===== config.mk =====
export PLATFORM = sky130hd
export DESIGN_NAME = key_debounce_long_press_top
export DESIGN_NICKNAME = d
export VERILOG_FILES = /design/src/sv/kdlp_pkg.sv /design/src/sv/kdlp_key.sv /design/src/sv/key_debounce_long_press_top.sv
export SDC_FILE = /design/constraint.sdc
export NUM_CORES = 1
export LEC_CHECK = 0
export BUFFER_PORTS_ARGS = -buffer_cell sky130_fd_sc_hd__buf_4
export CAP_MARGIN = 20
export CORE_MARGIN = 10
export CORE_UTILIZATION = 30
export DETAILED_ROUTE_END_ITERATION = 16
export GPL_TIMING_DRIVEN = 0
export PLACE_DENSITY = 0.45
export SYNTH_ARGS = -nofsm -noshare
export SYNTH_HDL_FRONTEND = slang
export SYNTH_SLANG_ARGS = --single-unit

===== constraint.sdc =====
create_clock -name i_clk -period 3.9 [get_ports i_clk]
set_input_delay 0.585 -clock i_clk [delete_from_list [all_inputs] [get_ports i_clk]]
set_output_delay 0.585 -clock i_clk [all_outputs]
set_load 0.01 [all_outputs]

===== src/sv/kdlp_pkg.sv =====
`default_nettype none
// ---------------------------------------------------------------------------
// kdlp_pkg
// Shared types and constants for the key debouncer with long-press detection.
// ---------------------------------------------------------------------------
package kdlp_pkg;

    localparam int NUM_KEYS_DEF  = 4;
    localparam int TIME_W        = 32;
    localparam int MS_CFG_W      = 16;
    localparam int KEY_LEVEL_W   = 4;
    localparam int KEY_INDEX_W   = 2;
    localparam int EVENT_W       = 2;
    localparam int MAX_EVENTS    = 4;
    localparam int EV_CNT_W      = $clog2(MAX_EVENTS);
    localparam int CFG_INDEX_W   = 1;
    localparam int CFG_DATA_W    = 16;

    // register indexes of the configuration port
    localparam logic [CFG_INDEX_W-1:0] REG_DEBOUNCE   = 1'b0;
    localparam logic [CFG_INDEX_W-1:0] REG_LONG_PRESS = 1'b1;

    localparam logic [MS_CFG_W-1:0] DEBOUNCE_RST   = 16'd50;
    localparam logic [MS_CFG_W-1:0] LONG_PRESS_RST = 16'd1000;

    typedef enum logic [2:0] {
        PH_UP       = 3'd0,
        PH_DEB_DOWN = 3'd1,
        PH_DOWN     = 3'd2,
        PH_LONG     = 3'd3,
        PH_DEB_UP   = 3'd4
    } t_phase;

    typedef enum logic [EVENT_W-1:0] {
        EV_PRESS   = 2'd0,
        EV_LONG    = 2'd1,
        EV_RELEASE = 2'd2
    } t_event;

    typedef struct packed {
        logic   valid;
        t_event kind;
    } t_key_event;

endpackage : kdlp_pkg
`default_nettype wire


===== src/sv/kdlp_key.sv =====
`default_nettype none
// ---------------------------------------------------------------------------
// kdlp_key
// Per-key phase machine and press timestamp; reports the event a poll causes.
// ---------------------------------------------------------------------------
module kdlp_key
    import kdlp_pkg::*;
(
    input  wire logic                i_clk,
    input  wire logic                i_rst_n,
    input  wire logic                i_load,
    input  wire logic                i_pressed,
    input  wire logic [TIME_W-1:0]   i_now_ms,
    input  wire logic [MS_CFG_W-1:0] i_debounce_ms,
    input  wire logic [MS_CFG_W-1:0] i_long_press_ms,
    output t_key_event               o_event
);

    t_phase            r_phase, n_phase;
    logic [TIME_W-1:0] r_stamp, n_stamp;
    logic [TIME_W-1:0] w_elapsed;
    logic              w_deb_over;
    logic              w_long_over;

    // modular difference handles wrap of the millisecond clock
    assign w_elapsed   = i_now_ms - r_stamp;
    assign w_deb_over  = w_elapsed > TIME_W'(i_debounce_ms);
    assign w_long_over = w_elapsed > TIME_W'(i_long_press_ms);

    always_ff @(posedge i_clk) begin
        if (!i_rst_n) begin
            r_phase <= PH_UP;
            r_stamp <= '0;
        end else if (i_load) begin
            r_phase <= n_phase;
            r_stamp <= n_stamp;
        end
    end

    always_comb begin
        n_phase       = r_phase;
        n_stamp       = r_stamp;
        o_event.valid = 1'b0;
        o_event.kind  = EV_PRESS;
        unique case (r_phase)
            PH_DEB_DOWN: begin
                if (!i_pressed) begin
                    n_phase = PH_UP;
                end else if (w_deb_over) begin
                    n_phase       = PH_DOWN;
                    o_event.valid = 1'b1;
                    o_event.kind  = EV_PRESS;
                end
            end
            PH_DOWN: begin
                if (!i_pressed) begin
                    n_phase = PH_DEB_UP;
                    n_stamp = i_now_ms;
                end else if (w_long_over) begin
                    n_phase       = PH_LONG;
                    o_event.valid = 1'b1;
                    o_event.kind  = EV_LONG;
                end
            end
            PH_LONG: begin
                if (!i_pressed) begin
                    n_phase = PH_DEB_UP;
                    n_stamp = i_now_ms;
                end
            end
            PH_DEB_UP: begin
                // bounce restarts the release timer
                if (i_pressed) begin
                    n_stamp = i_now_ms;
                end else if (w_deb_over) begin
                    n_phase       = PH_UP;
                    o_event.valid = 1'b1;
                    o_event.kind  = EV_RELEASE;
                end
            end
            default: begin
                n_phase = PH_UP;
                if (i_pressed) begin
                    n_phase = PH_DEB_DOWN;
                    n_stamp = i_now_ms;
                end
            end
        endcase
    end

endmodule : kdlp_key
`default_nettype wire


===== src/sv/key_debounce_long_press_top.sv =====
`default_nettype none
// ---------------------------------------------------------------------------
// key_debounce_long_press_top
// Debounces NUM_KEYS active-low keys and reports press, long-press and
// release events, one event item per key in ascending key order.
// ---------------------------------------------------------------------------
// Usage:
//   Input channel (i_in_valid / o_in_ready) carries one poll item: the current
//   millisecond time and one raw level bit per key. All key machines update in
//   the cycle the poll is accepted; their events are captured in an event
//   buffer and leave on the output channel (o_out_valid / i_out_ready), one
//   event item per cycle while i_out_ready is high, the last one of a poll
//   flagged by o_last_event. At most four events are sent per poll; further
//   ones are dropped. The first event is valid the cycle after the poll is
//   accepted. A poll that causes events holds the event buffer until its
//   last event is taken; a poll that causes no event does not use it, so
//   polls can follow every cycle. The next poll is taken in the same cycle
//   the last event of the previous poll is taken.
//   If the receiver stalls, the buffer holds and o_in_ready stays low.
//   Reset puts every key in the up phase, clears timestamps and the buffer,
//   and loads debounce 50 ms and long press 1000 ms. Configuration writes
//   are taken at any edge with i_cfg_we high.
// ---------------------------------------------------------------------------
module key_debounce_long_press_top
    import kdlp_pkg::*;
#(
    parameter int NUM_KEYS = NUM_KEYS_DEF
) (
    input  wire logic                   i_clk,
    input  wire logic                   i_rst_n,
    input  wire logic                   i_cfg_we,
    input  wire logic [CFG_INDEX_W-1:0] i_cfg_index,
    input  wire logic [CFG_DATA_W-1:0]  i_cfg_data,
    input  wire logic                   i_in_valid,
    output logic                        o_in_ready,
    input  wire logic [TIME_W-1:0]      i_now_ms,
    input  wire logic [KEY_LEVEL_W-1:0] i_key_levels,
    output logic                        o_out_valid,
    input  wire logic                   i_out_ready,
    output logic [KEY_INDEX_W-1:0]      o_key_index,
    output logic [EVENT_W-1:0]          o_event_kind,
    output logic                        o_last_event
);

    logic [MS_CFG_W-1:0] r_debounce_ms;
    logic [MS_CFG_W-1:0] r_long_press_ms;

    logic                      w_in_acc;
    logic                      w_out_acc;
    logic [NUM_KEYS-1:0]       w_pressed;
    t_key_event                w_key_ev [NUM_KEYS];

    logic [NUM_KEYS-1:0]       r_ev_pend, n_ev_pend;
    logic [EVENT_W-1:0]        r_ev_kind [NUM_KEYS];
    logic [EV_CNT_W-1:0]       r_ev_cnt, n_ev_cnt;
    logic [NUM_KEYS-1:0]       w_pend_low;

    // configuration registers
    always_ff @(posedge i_clk) begin
        if (!i_rst_n) begin
            r_debounce_ms   <= DEBOUNCE_RST;
            r_long_press_ms <= LONG_PRESS_RST;
        end else if (i_cfg_we) begin
            unique case (i_cfg_index)
                REG_DEBOUNCE:   r_debounce_ms   <= i_cfg_data[MS_CFG_W-1:0];
                REG_LONG_PRESS: r_long_press_ms <= i_cfg_data[MS_CFG_W-1:0];
                default:        ;
            endcase
        end
    end

    assign w_in_acc  = i_in_valid && o_in_ready;
    assign w_out_acc = o_out_valid && i_out_ready;

    genvar k;
    generate
        for (k = 0; k < NUM_KEYS; k++) begin : g_key
            // keys without a level bit read as released
            if (k < KEY_LEVEL_W) begin : g_pin
                assign w_pressed[k] = ~i_key_levels[k];
            end else begin : g_nopin
                assign w_pressed[k] = 1'b0;
            end

            kdlp_key u_key (
                .i_clk           (i_clk),
                .i_rst_n         (i_rst_n),
                .i_load          (w_in_acc),
                .i_pressed       (w_pressed[k]),
                .i_now_ms        (i_now_ms),
                .i_debounce_ms   (r_debounce_ms),
                .i_long_press_ms (r_long_press_ms),
                .o_event         (w_key_ev[k])
            );

            always_ff @(posedge i_clk) begin
                if (w_in_acc) begin
                    r_ev_kind[k] <= w_key_ev[k].kind;
                end
            end
        end
    endgenerate

    // lowest pending key goes out first
    assign w_pend_low = r_ev_pend & ((~r_ev_pend) + NUM_KEYS'(1));

    always_comb begin
        o_key_index  = '0;
        o_event_kind = '0;
        for (int j = 0; j < NUM_KEYS; j++) begin
            if (w_pend_low[j]) begin
                o_key_index  = o_key_index | KEY_INDEX_W'(j);
                o_event_kind = o_event_kind | r_ev_kind[j];
            end
        end
    end

    assign o_out_valid  = |r_ev_pend;
    assign o_last_event = ((r_ev_pend & ~w_pend_low) == '0) ||
                          (r_ev_cnt == EV_CNT_W'(MAX_EVENTS - 1));
    assign o_in_ready   = !o_out_valid || (i_out_ready && o_last_event);

    always_comb begin
        n_ev_pend = r_ev_pend;
        n_ev_cnt  = r_ev_cnt;
        priority if (w_in_acc) begin
            for (int j = 0; j < NUM_KEYS; j++) begin
                n_ev_pend[j] = w_key_ev[j].valid;
            end
            n_ev_cnt = '0;
        end else if (w_out_acc) begin
            // the event limit drops whatever is left after the last item
            n_ev_pend = o_last_event ? '0 : (r_ev_pend & ~w_pend_low);
            n_ev_cnt  = r_ev_cnt + EV_CNT_W'(1);
        end
    end

    always_ff @(posedge i_clk) begin
        if (!i_rst_n) begin
            r_ev_pend <= '0;
            r_ev_cnt  <= '0;
        end else begin
            r_ev_pend <= n_ev_pend;
            r_ev_cnt  <= n_ev_cnt;
        end
    end

endmodule : key_debounce_long_press_top
`default_nettype wire


==> summary.md, run 1 <==
| Metric | Value |
|---|---|
| Status | `finished, violations left` |
| Violated checks | `negative setup slack` |
| Critical Path Sink | `g_key[2].u_key.r_phase[0]` |
| Routed Antenna Nets | `0` |
| M1 WL | `31.3 mm` |
| FFs w/ async S/R, synth | `0%` |
| Final Hold Viols | `0` |
| Core area | `0.0592 mm2` |
| CP Launch Type | `input pin` |
| Most common cell after layout, fill and taps aside | `nand2_1` |
| Worst skew pair latency | `0.51 ns` |
| Synth Instances | `2493` |
| WL final | `66.2 mm` |
| Most frequent CP cell | `nor2_2` |
| Nets | `2950` |
| Largest net degree at the start of global routing | `19` |
| Grt ovf | `0` |
| WL met2 | `30.4 mm` |
| TritonCTS clock tree | `built` |
| EDFF count, synth | `8` |
| Post-synth top flop | `dfxtp_1` |
| Tightest Pin Transition | `1.04 ns` |
| DRT Pass-1 Iters | `5` |
| Slew HR | `30.5%` |
| Seq cells post-synth | `186` |
| Die X | `265 um` |
| Fillers | `6289` |
| Cell area after synthesis | `0.0180 mm2` |
| PD cells | `327 mW/mm2` |
| Crit path arrival time | `4.38 ns` |
| Max VDD drop | `0.397 mV` |
| Number of placement rows | `89` |
| Crit path max-delay cell type | `fa_2` |
| Reg clk slew, reported paths | `0.08 ns` |
| Full die area | `0.0703 mm2` |
| Place WS | `-1.64 ns` |
| Synth-to-Final Area Change | `21.2%` |
| Initial DRC Count | `1129` |
| DR DRC count | `0` |
| Crit Reg-Reg Startpoint | `g_key[2].u_key.r_stamp[0]` |
| Final min period | `4.01 ns` |
| HP Class | `input pin to flop` |
| WL/cell | `19.4 um` |
| Footprint of the multi-input gates | `0.0144 mm2` |
| Distinct cell type count after synthesis | `93` |
| Worst EP required | `4.27 ns` |
| Max Cap Viol | `0` |
| Pwr Total | `7.14 mW` |
| Clk buf depth | `2` |
| Final period utilization | `103%` |
| RSZ-0062 raised after global routing | `true` |
| Root Buffer | `clkbuf_16` |
| Crit-path cells | `buf_12 > clkinvlp_4 > ha_4 > fa_2 > nand2b_4 > a21oi_4 > o21a_4 > nor3_4 > nor2_2 > xor2_2 > ha_1 > nand4_1 > nor2_2 > a21oi_1 > o211ai_1 > o32ai_4 > and3_4 > a31oi_4 > o31ai_4 > a211o_1 > a21oi_2` |
| GPL Wtd Cong | `0.915` |
| CP bufs+invs | `2` |
| Levels on crit path | `21` |
| Tot GR Track Use | `18.3%` |
| Leak pwr | `8.35 nW` |
| Avg Cell Area, Syn | `7.24 um2` |
| Number of global-route vias before repair | `17600` |
| Met3 routed WL | `2.01 mm` |
| Fmax | `249 MHz` |
| Share of post-route cells with drive strength above 1 | `14.9%` |
| H-tree levels | `4` |
| Synth Warn # | `0` |
| Slew Limit Fails | `0` |
| Worst Slack Setup Final | `-0.111 ns` |
| Top sig layer | `met4` |
| Synthesized Nets | `2808` |
| Reg2reg end | `g_key[2].u_key.r_phase[0]` |
| Die H | `265 um` |
| First-pass GRT wire length | `100 mm` |
| Reg-to-reg slack, setup | `-0.07 ns` |
| Clock Skew | `0.0114 ns` |
| FF/Latch Area | `0.00381 mm2` |
| CP max stage delay | `0.36 ns` |
| Dpl cells | `3329` |
| Setup TNS | `-0.193 ns` |
| CP max FO | `4` |
| CP delay by family, top | `compound AO/OA/AOI/OAI gates` |
| IO Count | `65` |
| Starting Density | `30.4%` |
| Worst reg-to-reg path cell count | `19` |
| CTS Hold Bufs | `0` |
| Vias per Instance | `5.35` |
| Setup CP Type | `input pin to flop` |
| Via count | `18300` |
| CTS sink count | `186` |
| Fin cells | `3423` |
| Critical Path Start | `i_now_ms[0]` |
| Crit end category | `flop` |
| CTS Buf Count | `17` |
| Final setup vio count | `3` |
| Hpwl dp | `52.6 mm` |
| Register area share after synthesis | `21.1%` |
| IO buf count | `63` |
| Initial antenna violation count | `2` |
| Most frequent cells in the layout | `nand2_1, a21oi_1, ha_1` |
-- per-stage QoR --
| step | util, % | area (um2) | hold WS [ns] |
|---|---|---|---|
| 2_1_floorplan | - | 18000 | 0.436 |
| 3_3_place_gp | 32.9 | 19500 | 0.443 |
| 3_5_place_dp | 32.9 | 19500 | 0.446 |
| 4_1_cts | 35.5 | 21000 | 0.280 |
| 5_1_grt | 36.9 | 21900 | 0.300 |
| 6_report | 36.9 | 21900 | 0.312 |
-- kinds of logic (layout without fill, tap and decap cells) --
family                     after synthesis  after routing  share of synthesized area [%]
muxes                                   13             13                          0.742
xor gates and xnor gates                97             97                           4.71
adders and majority gates              257            257                           18.0
other                                    0              2                              0
and+or+nand+nor                        879            879                           22.7
buffers and inverters                  296            451                           6.22
DFF                                    186            186                           21.1
AOI/OAI and AO/OA                      765            765                           26.6
-- worst min-delay path: stages --
cell and delay [ns]:
buf_4 0.09, nand2_1 0.04, o211ai_1 0.07
-- area by class of cell --
class	count	area share [%]
multi-input cells	2011	65.8
flip-flops and latches	186	17.4
repair buffers	131	4.66
well taps	773	4.42
inverters	190	3.30
clock buffers	18	2.01
plain buffers	98	1.73
clock inverters	14	0.578
diodes	2	0.0229
-- worst min path at each step --
stage                          startpoint                         end  slack (ns)  cells after the start
2_1_floorplan  g_key[0].u_key.r_stamp[10]  g_key[0].u_key.r_stamp[10]        0.44                      2
3_3_place_gp    g_key[3].u_key.r_stamp[7]   g_key[3].u_key.r_stamp[7]        0.44                      2
3_5_place_dp    g_key[1].u_key.r_stamp[2]   g_key[1].u_key.r_stamp[2]        0.45                      2
4_1_cts                     i_cfg_data[1]            r_debounce_ms[1]        0.28                      3
5_1_grt                     i_cfg_data[1]            r_debounce_ms[1]        0.30                      3
6_report                    i_cfg_data[1]            r_debounce_ms[1]        0.31                      3
-- synth_stat cells, drive strengths merged, types with 11 or more instances --
cell type / count / share of area [%]
and3: 16 / 0.55
buf: 17 / 0.42
nand3: 42 / 1.2
nor2: 123 / 2.6
nand2b: 28 / 0.97
a211o: 13 / 0.63
a21oi: 332 / 9.3
and2: 18 / 0.64
o21a: 25 / 1.0
nand2: 456 / 9.5
dfxtp: 178 / 20
or3: 11 / 0.38
a21o: 64 / 2.7
nand3b: 11 / 0.46
ha: 253 / 18
a31oi: 16 / 0.55
and4: 19 / 0.92
a211oi: 25 / 1.1
o21bai: 11 / 0.46
nand4: 54 / 1.9
o211ai: 36 / 1.5
nor3: 31 / 0.86
nor4: 12 / 0.45
o21ai: 128 / 3.6
xnor2: 54 / 2.6
inv: 189 / 3.9
xor2: 43 / 2.1
clkbuf: 89 / 1.9
nor2b: 34 / 1.2
-- registers in the layout, summed over array words and instances (netlist names) --
register	flops
g_key.u_key.r_phase	12
g_key.u_key.r_stamp	128
r_debounce_ms	16
r_ev_kind	8
r_ev_pend	4
r_ev_cnt	2
r_long_press_ms	16
-- routing by layer --
metal  vias to the layer above  track usage (%)
li1                       9172                -
met1                      8704             23.7
met2                       338             30.0
met3                        87             2.52
met4                         0             7.98
met5                         -                0
-- report_power, final --
part | leakage, nW | internal [mW] | switching (mW) | total (mW)
registers | 1.54 | 2.01 | 0.0482 | 2.06
logic | 6.53 | 1.33 | 1.96 | 3.29
clock network | 0.279 | 0.856 | 0.940 | 1.80
total | 8.35 | 4.19 | 2.95 | 7.14
-- repair_timing --
action	4_1_cts	5_1_grt
setup buffers	42	27
pin swaps	69	110
gates resized for setup	139	130
cloned	0	0
setup endpoints to repair	24	23
(Power assumes the default switching activity.)
==> run 2: changes to the inputs <==
ABC_AREA = 1   (was default)
==> summary.md, run 2 <==
| Metric | Value |
|---|---|
| Worst Slack Setup Final | `0.134 ns` |
| WL final | `75.9 mm` |
| TritonCTS clock tree | `built` |
| PD cells | `604 mW/mm2` |
| Fmax | `266 MHz` |
| FFs w/ async S/R, synth | `0%` |
| Post-synthesis mux area share | `0%` |
| Met2 Resource Use GR | `30.5%` |
| Post-Synth Simple-Gate Area | `34.5%` |
| Largest Register | `g_key.u_key.r_stamp` |
| Nets | `3828` |
| Most frequent cells in the layout | `nand2_1, inv_1, a21oi_1` |
| CTS sink count | `186` |
| Synth cell count leaders | `nand2_1, inv_1, a21oi_1, ha_1, nor2_1` |
| CTS Buf Count | `17` |
| Comb power frac | `66.7%` |
| Total internal power | `6.55 mW` |
| Status | `finished clean` |
| Grt ovf | `0` |
| Largest register FFs | `128` |
| WL/cell | `17.3 um` |
| Synth Instances | `3431` |
| Share of post-route cells with drive strength above 1 | `7.55%` |
| Max Cap Viol | `0` |
| Count leader, synth | `nand2_1` |
| Largest cells by area after synthesis | `nand2_1, dfxtp_1, ha_1` |
| Hpwl dp | `63.3 mm` |
| Crit Reg-Reg Startpoint | `g_key[3].u_key.r_stamp[8]` |
| Tightest Pin Transition | `1.04 ns` |
| CP max FO | `5` |
| Sequential cell fraction of total power | `18.7%` |
| Core area | `0.0670 mm2` |
| Max VDD drop | `0.320 mV` |
| GPL Wtd Cong | `0.927` |
| Clk buf depth | `2` |
| Post-synth top area share | `19.4%` |
| Crit end category | `flop` |
| Vias per Instance | `4.66` |
| Switching Fraction | `52.3%` |
| Global-route met1 utilization | `26.7%` |
| Slew HR | `31.0%` |
| CP Launch Type | `input pin` |
| Largest registers | `g_key.u_key.r_stamp x128, r_debounce_ms x16, r_long_press_ms x16` |
| Via count | `20500` |
| Routed Antenna Nets | `0` |
| Leak pwr | `11.9 nW` |
| NetSw | `7.19 mW` |
| First-pass GRT wire length | `116 mm` |
| Worst reg-to-reg path cell count | `17` |
| Final setup vio count | `0` |
| Synth Warn # | `0` |
| Number of placement rows | `95` |
| Distinct cell type count after synthesis | `48` |
| Reg clk slew, reported paths | `0.07 ns` |
| Avg Cell Area, Syn | `5.90 um2` |
| Worst skew pair latency | `0.52 ns` |
| Post-synthesis adder-cell area fraction | `16.0%` |
| Seq cells post-synth | `186` |
| Worst Hold Path Cells | `3` |
| HP Class | `input pin to flop` |
| Full die area | `0.0783 mm2` |
| Final period utilization | `96.6%` |
| Cell taking the most area after synthesis | `nand2_1` |
| EDFF count, synth | `8` |
| Starting Density | `30.2%` |
| Combinational family with the most area after synthesis | `simple AND/OR/NAND/NOR gates` |
| Synth-to-Final Area Change | `12.4%` |
| Critical Path Start | `i_now_ms[0]` |
| Clock Skew | `0.0106 ns` |
| Register area share after synthesis | `18.8%` |
| Synthesized Nets | `3746` |
| Initial DRC Count | `1391` |
| Compound-Gate Fraction of Synth Area | `13.9%` |
| Most Crowded Layer GR | `met2` |
| IO buf count | `60` |
| Slew Limit Fails | `0` |
| Fin cells | `4399` |
| Initial antenna violation count | `4` |
| Placement Cell Area | `0.0218 mm2` |
| Die X | `280 um` |
| Largest net degree at the start of global routing | `18` |
| IO Count | `65` |
| Met3 GRT Util | `3.19%` |
| Setup CP Type | `input pin to flop` |
| DR DRC count | `0` |
| Most common cell after layout, fill and taps aside | `nand2_1` |
| Final Hold Viols | `0` |
| Number of global-route vias before repair | `19400` |
| Die H | `280 um` |
| Post-synth top flop | `dfxtp_1` |
| Clock network fraction of design power | `14.6%` |
| Final min period | `3.77 ns` |
| Post-Synth XOR/XNOR Area | `2.77%` |
| Tot GR Track Use | `19.5%` |
| Fin area | `0.0228 mm2` |
| Root Buffer | `clkbuf_16` |
| DRT Pass-1 Iters | `5` |
| Dpl cells | `4364` |
| Worst EP required | `4.30 ns` |
| CTS Hold Bufs | `0` |
| Crit path arrival time | `4.17 ns` |
| Place WS | `-0.769 ns` |
| H-tree levels | `4` |
| Hold Path Origin | `i_cfg_data[5]` |
| Cell area after synthesis | `0.0203 mm2` |
run 2: cell types whose count changed after synthesis, sizes merged, moves of 23 or more:
| cell | delta |
|---|---|
| o21ai | +52 |
| a21o | -62 |
| a211oi | -23 |
| nor2 | +155 |
| inv | +507 |
| nand2b | -28 |
| a21oi | -49 |
| xnor2 | -47 |
| nor2b | -34 |
| clkbuf | -46 |
| nand3 | +142 |
| nand2 | +620 |
run 2: area by class of cell:
class                      count  area (um2)
antenna                        1        2.50
buffer                        52         214
clock buffer                  21         450
clock inverter                10         165
fill                        7694       44300
inverter                     700        2640
multi-input combinational   2493       13900
sequential                   186        3800
tap                          873        1090
timing repair buffer          63         477
run 2: worst max-delay path: stages:
cell and delay, ns:
buf_4 0.17, clkinvlp_4 0.18, ha_2 0.25, fa_1 0.43, inv_2 0.12, nand3_1 0.10, nand3_2 0.12, nand3_1 0.13
nand3_4 0.17, xor2_4 0.26, ha_1 0.28, nand2_1 0.07, nor2_2 0.05, nand4_1 0.15, o21bai_1 0.16, o2111ai_1 0.21
nand2_1 0.18, nand3_2 0.11, nand3_1 0.16, nand3_1 0.08, nand2_1 0.13, a21oi_1 0.08
run 2: per-stage QoR:
stage          util (%)  setup TNS, ns  total power [mW]  hold slack (ns)
2_1_floorplan         -              0              8.96            0.427
3_3_place_gp       32.5         -11.04              11.5            0.445
3_5_place_dp       32.5         -10.23              11.5            0.443
4_1_cts            33.5       -0.00356              13.6            0.284
5_1_grt            33.9       -0.00886              15.2            0.302
6_report           33.9              0              13.7            0.317
run 2: power groups by stage:
stage          Sequential [mW]  Combinational (mW)  Clock [mW]
6_report                  2.57                9.17        2.00
5_1_grt                   2.63                10.5        2.12
4_1_cts                   2.57                8.99        2.06
3_5_place_dp              2.61                8.90           0
3_3_place_gp              2.61                8.90           0
2_1_floorplan             2.56                6.40           0
run 2: kinds of logic (layout without fill, tap and decap cells):
kind of cell	count (synthesis)	count (layout)
simple gates	1646	1646
buf+inv	752	846
compound gates	526	526
fa+ha+maj	257	257
flops	186	186
xor+xnor	64	64
other cells	0	1
run 2: worst paths after layout:
| kind | slack (ns) | end |
|---|---|---|
| setup / recovery | 0.13 | r_ev_pend[3] |
| hold / removal | 0.32 | r_debounce_ms[5] |
| setup reg to reg | 0.24 | r_ev_pend[3] |
| hold reg to reg | 0.46 | g_key[1].u_key.r_stamp[23] |
run 2: timing repair:
| action | in CTS | in global routing |
|---|---|---|
| resized for setup | 11 | 48 |
| buffers inserted | 0 | 3 |
| endpoints found under the setup margin | 9 | 15 |
| pin swaps | 0 | 3 |
run 2: per-layer routing:
metal	up-vias	part of all wire, %
met5	-	0.017
met4	2	2.7
met3	69	4.8
met2	350	43
met1	9101	50
li1	11000	-
==> run 3: changes to the inputs <==
PLACE_DENSITY = 0.43   (was 0.45)
clock period = 3.7 ns   (was 3.9 ns; I/O delays follow)
==> summary.md, run 3 (synthesis gave the netlist of run 2 again) <==
| Metric | Value |
|---|---|
| Fmax | `287 MHz` |
| Die X | `280 um` |
| CP max FO | `4` |
| Worst EP required | `4.09 ns` |
| Largest Register | `g_key.u_key.r_stamp` |
| Final Hold Viols | `0` |
| Final period utilization | `94.3%` |
| WL/cell | `17.8 um` |
| Final min period | `3.49 ns` |
| Status | `finished clean` |
| Number of global-route vias before repair | `19400` |
| CP Launch Type | `flop` |
| Synth-to-Final Area Change | `15.6%` |
| Final setup vio count | `0` |
| DRT Pass-1 Iters | `6` |
| Largest register FFs | `128` |
| Full die area | `0.0783 mm2` |
| IO Count | `65` |
| Routed Antenna Nets | `0` |
| Slew Limit Fails | `0` |
| Slew HR | `35.3%` |
| Clk buf depth | `2` |
| Fillers | `7629` |
| Worst skew pair latency | `0.51 ns` |
| Grt ovf | `0` |
| Max VDD drop | `0.248 mV` |
| Crit end category | `flop` |
| TritonCTS clock tree | `built` |
| Leak pwr | `12.0 nW` |
| Via count | `20600` |
| Starting Density | `30.2%` |
| Number of placement rows | `95` |
| Initial antenna violation count | `4` |
| Most frequent cells in the layout | `nand2_1, inv_1, a21oi_1` |
| RSZ-0062 raised after global routing | `false` |
| GPL Wtd Cong | `0.906` |
| Largest registers | `g_key.u_key.r_stamp x128, r_debounce_ms x16, r_long_press_ms x16` |
| Hold_ws | `0.301 ns` |
| Pwr Total | `14.8 mW` |
| WL final | `78.4 mm` |
| Share of post-route cells with drive strength above 1 | `10.4%` |
| Reg clk slew, reported paths | `0.08 ns` |
| Largest net degree at the start of global routing | `18` |
| Root Buffer | `clkbuf_16` |
| Max Cap Viol | `0` |
| H-tree levels | `4` |
| Initial DRC Count | `1368` |
| First-pass GRT wire length | `118 mm` |
| Most common cell after layout, fill and taps aside | `nand2_1` |
| Reg-to-reg slack, setup | `0.21 ns` |
| IO buf count | `60` |
| Tot GR Track Use | `19.9%` |
| Nets | `3844` |
| CTS sink count | `186` |
| Tightest Pin Transition | `0.970 ns` |
| PD cells | `633 mW/mm2` |
| Die H | `280 um` |
| Setup CP Type | `flop to flop` |
| Crit path arrival time | `3.88 ns` |
| Diodes inserted | `0` |
| CTS Buf Count | `17` |
| HP Class | `input pin to flop` |
| Core area | `0.0670 mm2` |
| Clock Skew | `0.0134 ns` |
| Hpwl dp | `64.8 mm` |
| DR DRC count | `0` |
| Vias per Instance | `4.66` |
## run 3: cell count changes in the layout (fill, tap and decap cells not counted), sizes merged
cell | before | now
buf | 72 | 88
bufinv | 4 | 1
clkinvlp | 3 | 5
inv | 697 | 699
clkbuf | 64 | 65
clkinv | 6 | 5
diode | 1 | 0
## run 3: metrics by stage
step,area [um2],utilization (%),setup slack (ns),TNS [ns],instances
6_report,23400,34.9,0.210,0,4415
3_5_place_dp,21800,32.5,-1.06,-16.02,4364
4_1_cts,22600,33.7,0.000629,0,4401
5_1_grt,23400,34.9,0.000895,0,4415
2_1_floorplan,20300,-,0.423,0,3431
3_3_place_gp,21800,32.5,-1.09,-16.70,4364
## run 3: metal layers
layer  share of wire (%)  vias up  track usage (%)
met5               0.017        -                0
met4                 2.2        2             5.97
met3                 4.0       58             2.40
met2                  44      378             31.7
met1                  50     9167             27.8
li1                    -    11000                -
## run 3: report_power, final
part / total (mW) / leakage [nW] / switching (mW) / internal (mW)
registers: 2.71 / 1.54 / 0.198 / 2.51
logic: 10.1 / 10.2 / 6.63 / 3.49
clock network: 1.99 / 0.281 / 0.977 / 1.02
## run 3: critical path, stage by stage, from the launching register on
cell	delay (ns)
dfxtp_1	0.31
inv_1	0.05
ha_1	0.38
nand2_1	0.13
nor2_1	0.31
nand3_1	0.16
nand3_2	0.12
xor2_2	0.23
ha_1	0.28
nand2_1	0.06
inv_1	0.05
nand2_1	0.06
inv_1	0.06
nand2_1	0.06
a31oi_1	0.09
nor3_2	0.21
nand3_2	0.11
o21ai_4	0.11
nand3_2	0.15
nand2_2	0.10
nand2_2	0.08
nand3_4	0.11
nand2_1	0.05
nand2_1	0.06
nor2_1	0.04
## run 3: final cells by class
type | count | area [um2] | area share, %
Buffer | 52 | 214 | 0.914
Clock buffer | 22 | 485 | 2.07
Clock inverter | 10 | 104 | 0.444
Inverter | 700 | 2640 | 11.3
Multi-Input combinational cell | 2493 | 14500 | 61.8
Sequential cell | 186 | 3800 | 16.2
Tap cell | 873 | 1090 | 4.67
Timing Repair Buffer | 79 | 601 | 2.57
## run 3: path summary, 6_finish.rpt
check / startpoint / end / depth (start not counted)
setup / recovery: g_key[2].u_key.r_stamp[9] / g_key[2].u_key.r_phase[1] / 24
hold / removal: i_cfg_data[6] / r_long_press_ms[6] / 3
setup reg to reg: g_key[2].u_key.r_stamp[9] / g_key[2].u_key.r_phase[1] / 24
hold reg to reg: g_key[1].u_key.r_stamp[28] / g_key[1].u_key.r_stamp[28] / 2
## run 3: repair_timing
item                       in CTS  in global routing
pin swaps                       3                 34
setup endpoints to repair      16                 22
resized for setup              36                130
hold buffers                    0                  0
hold endpoints to repair        0                  0
setup buffers                   5                 14
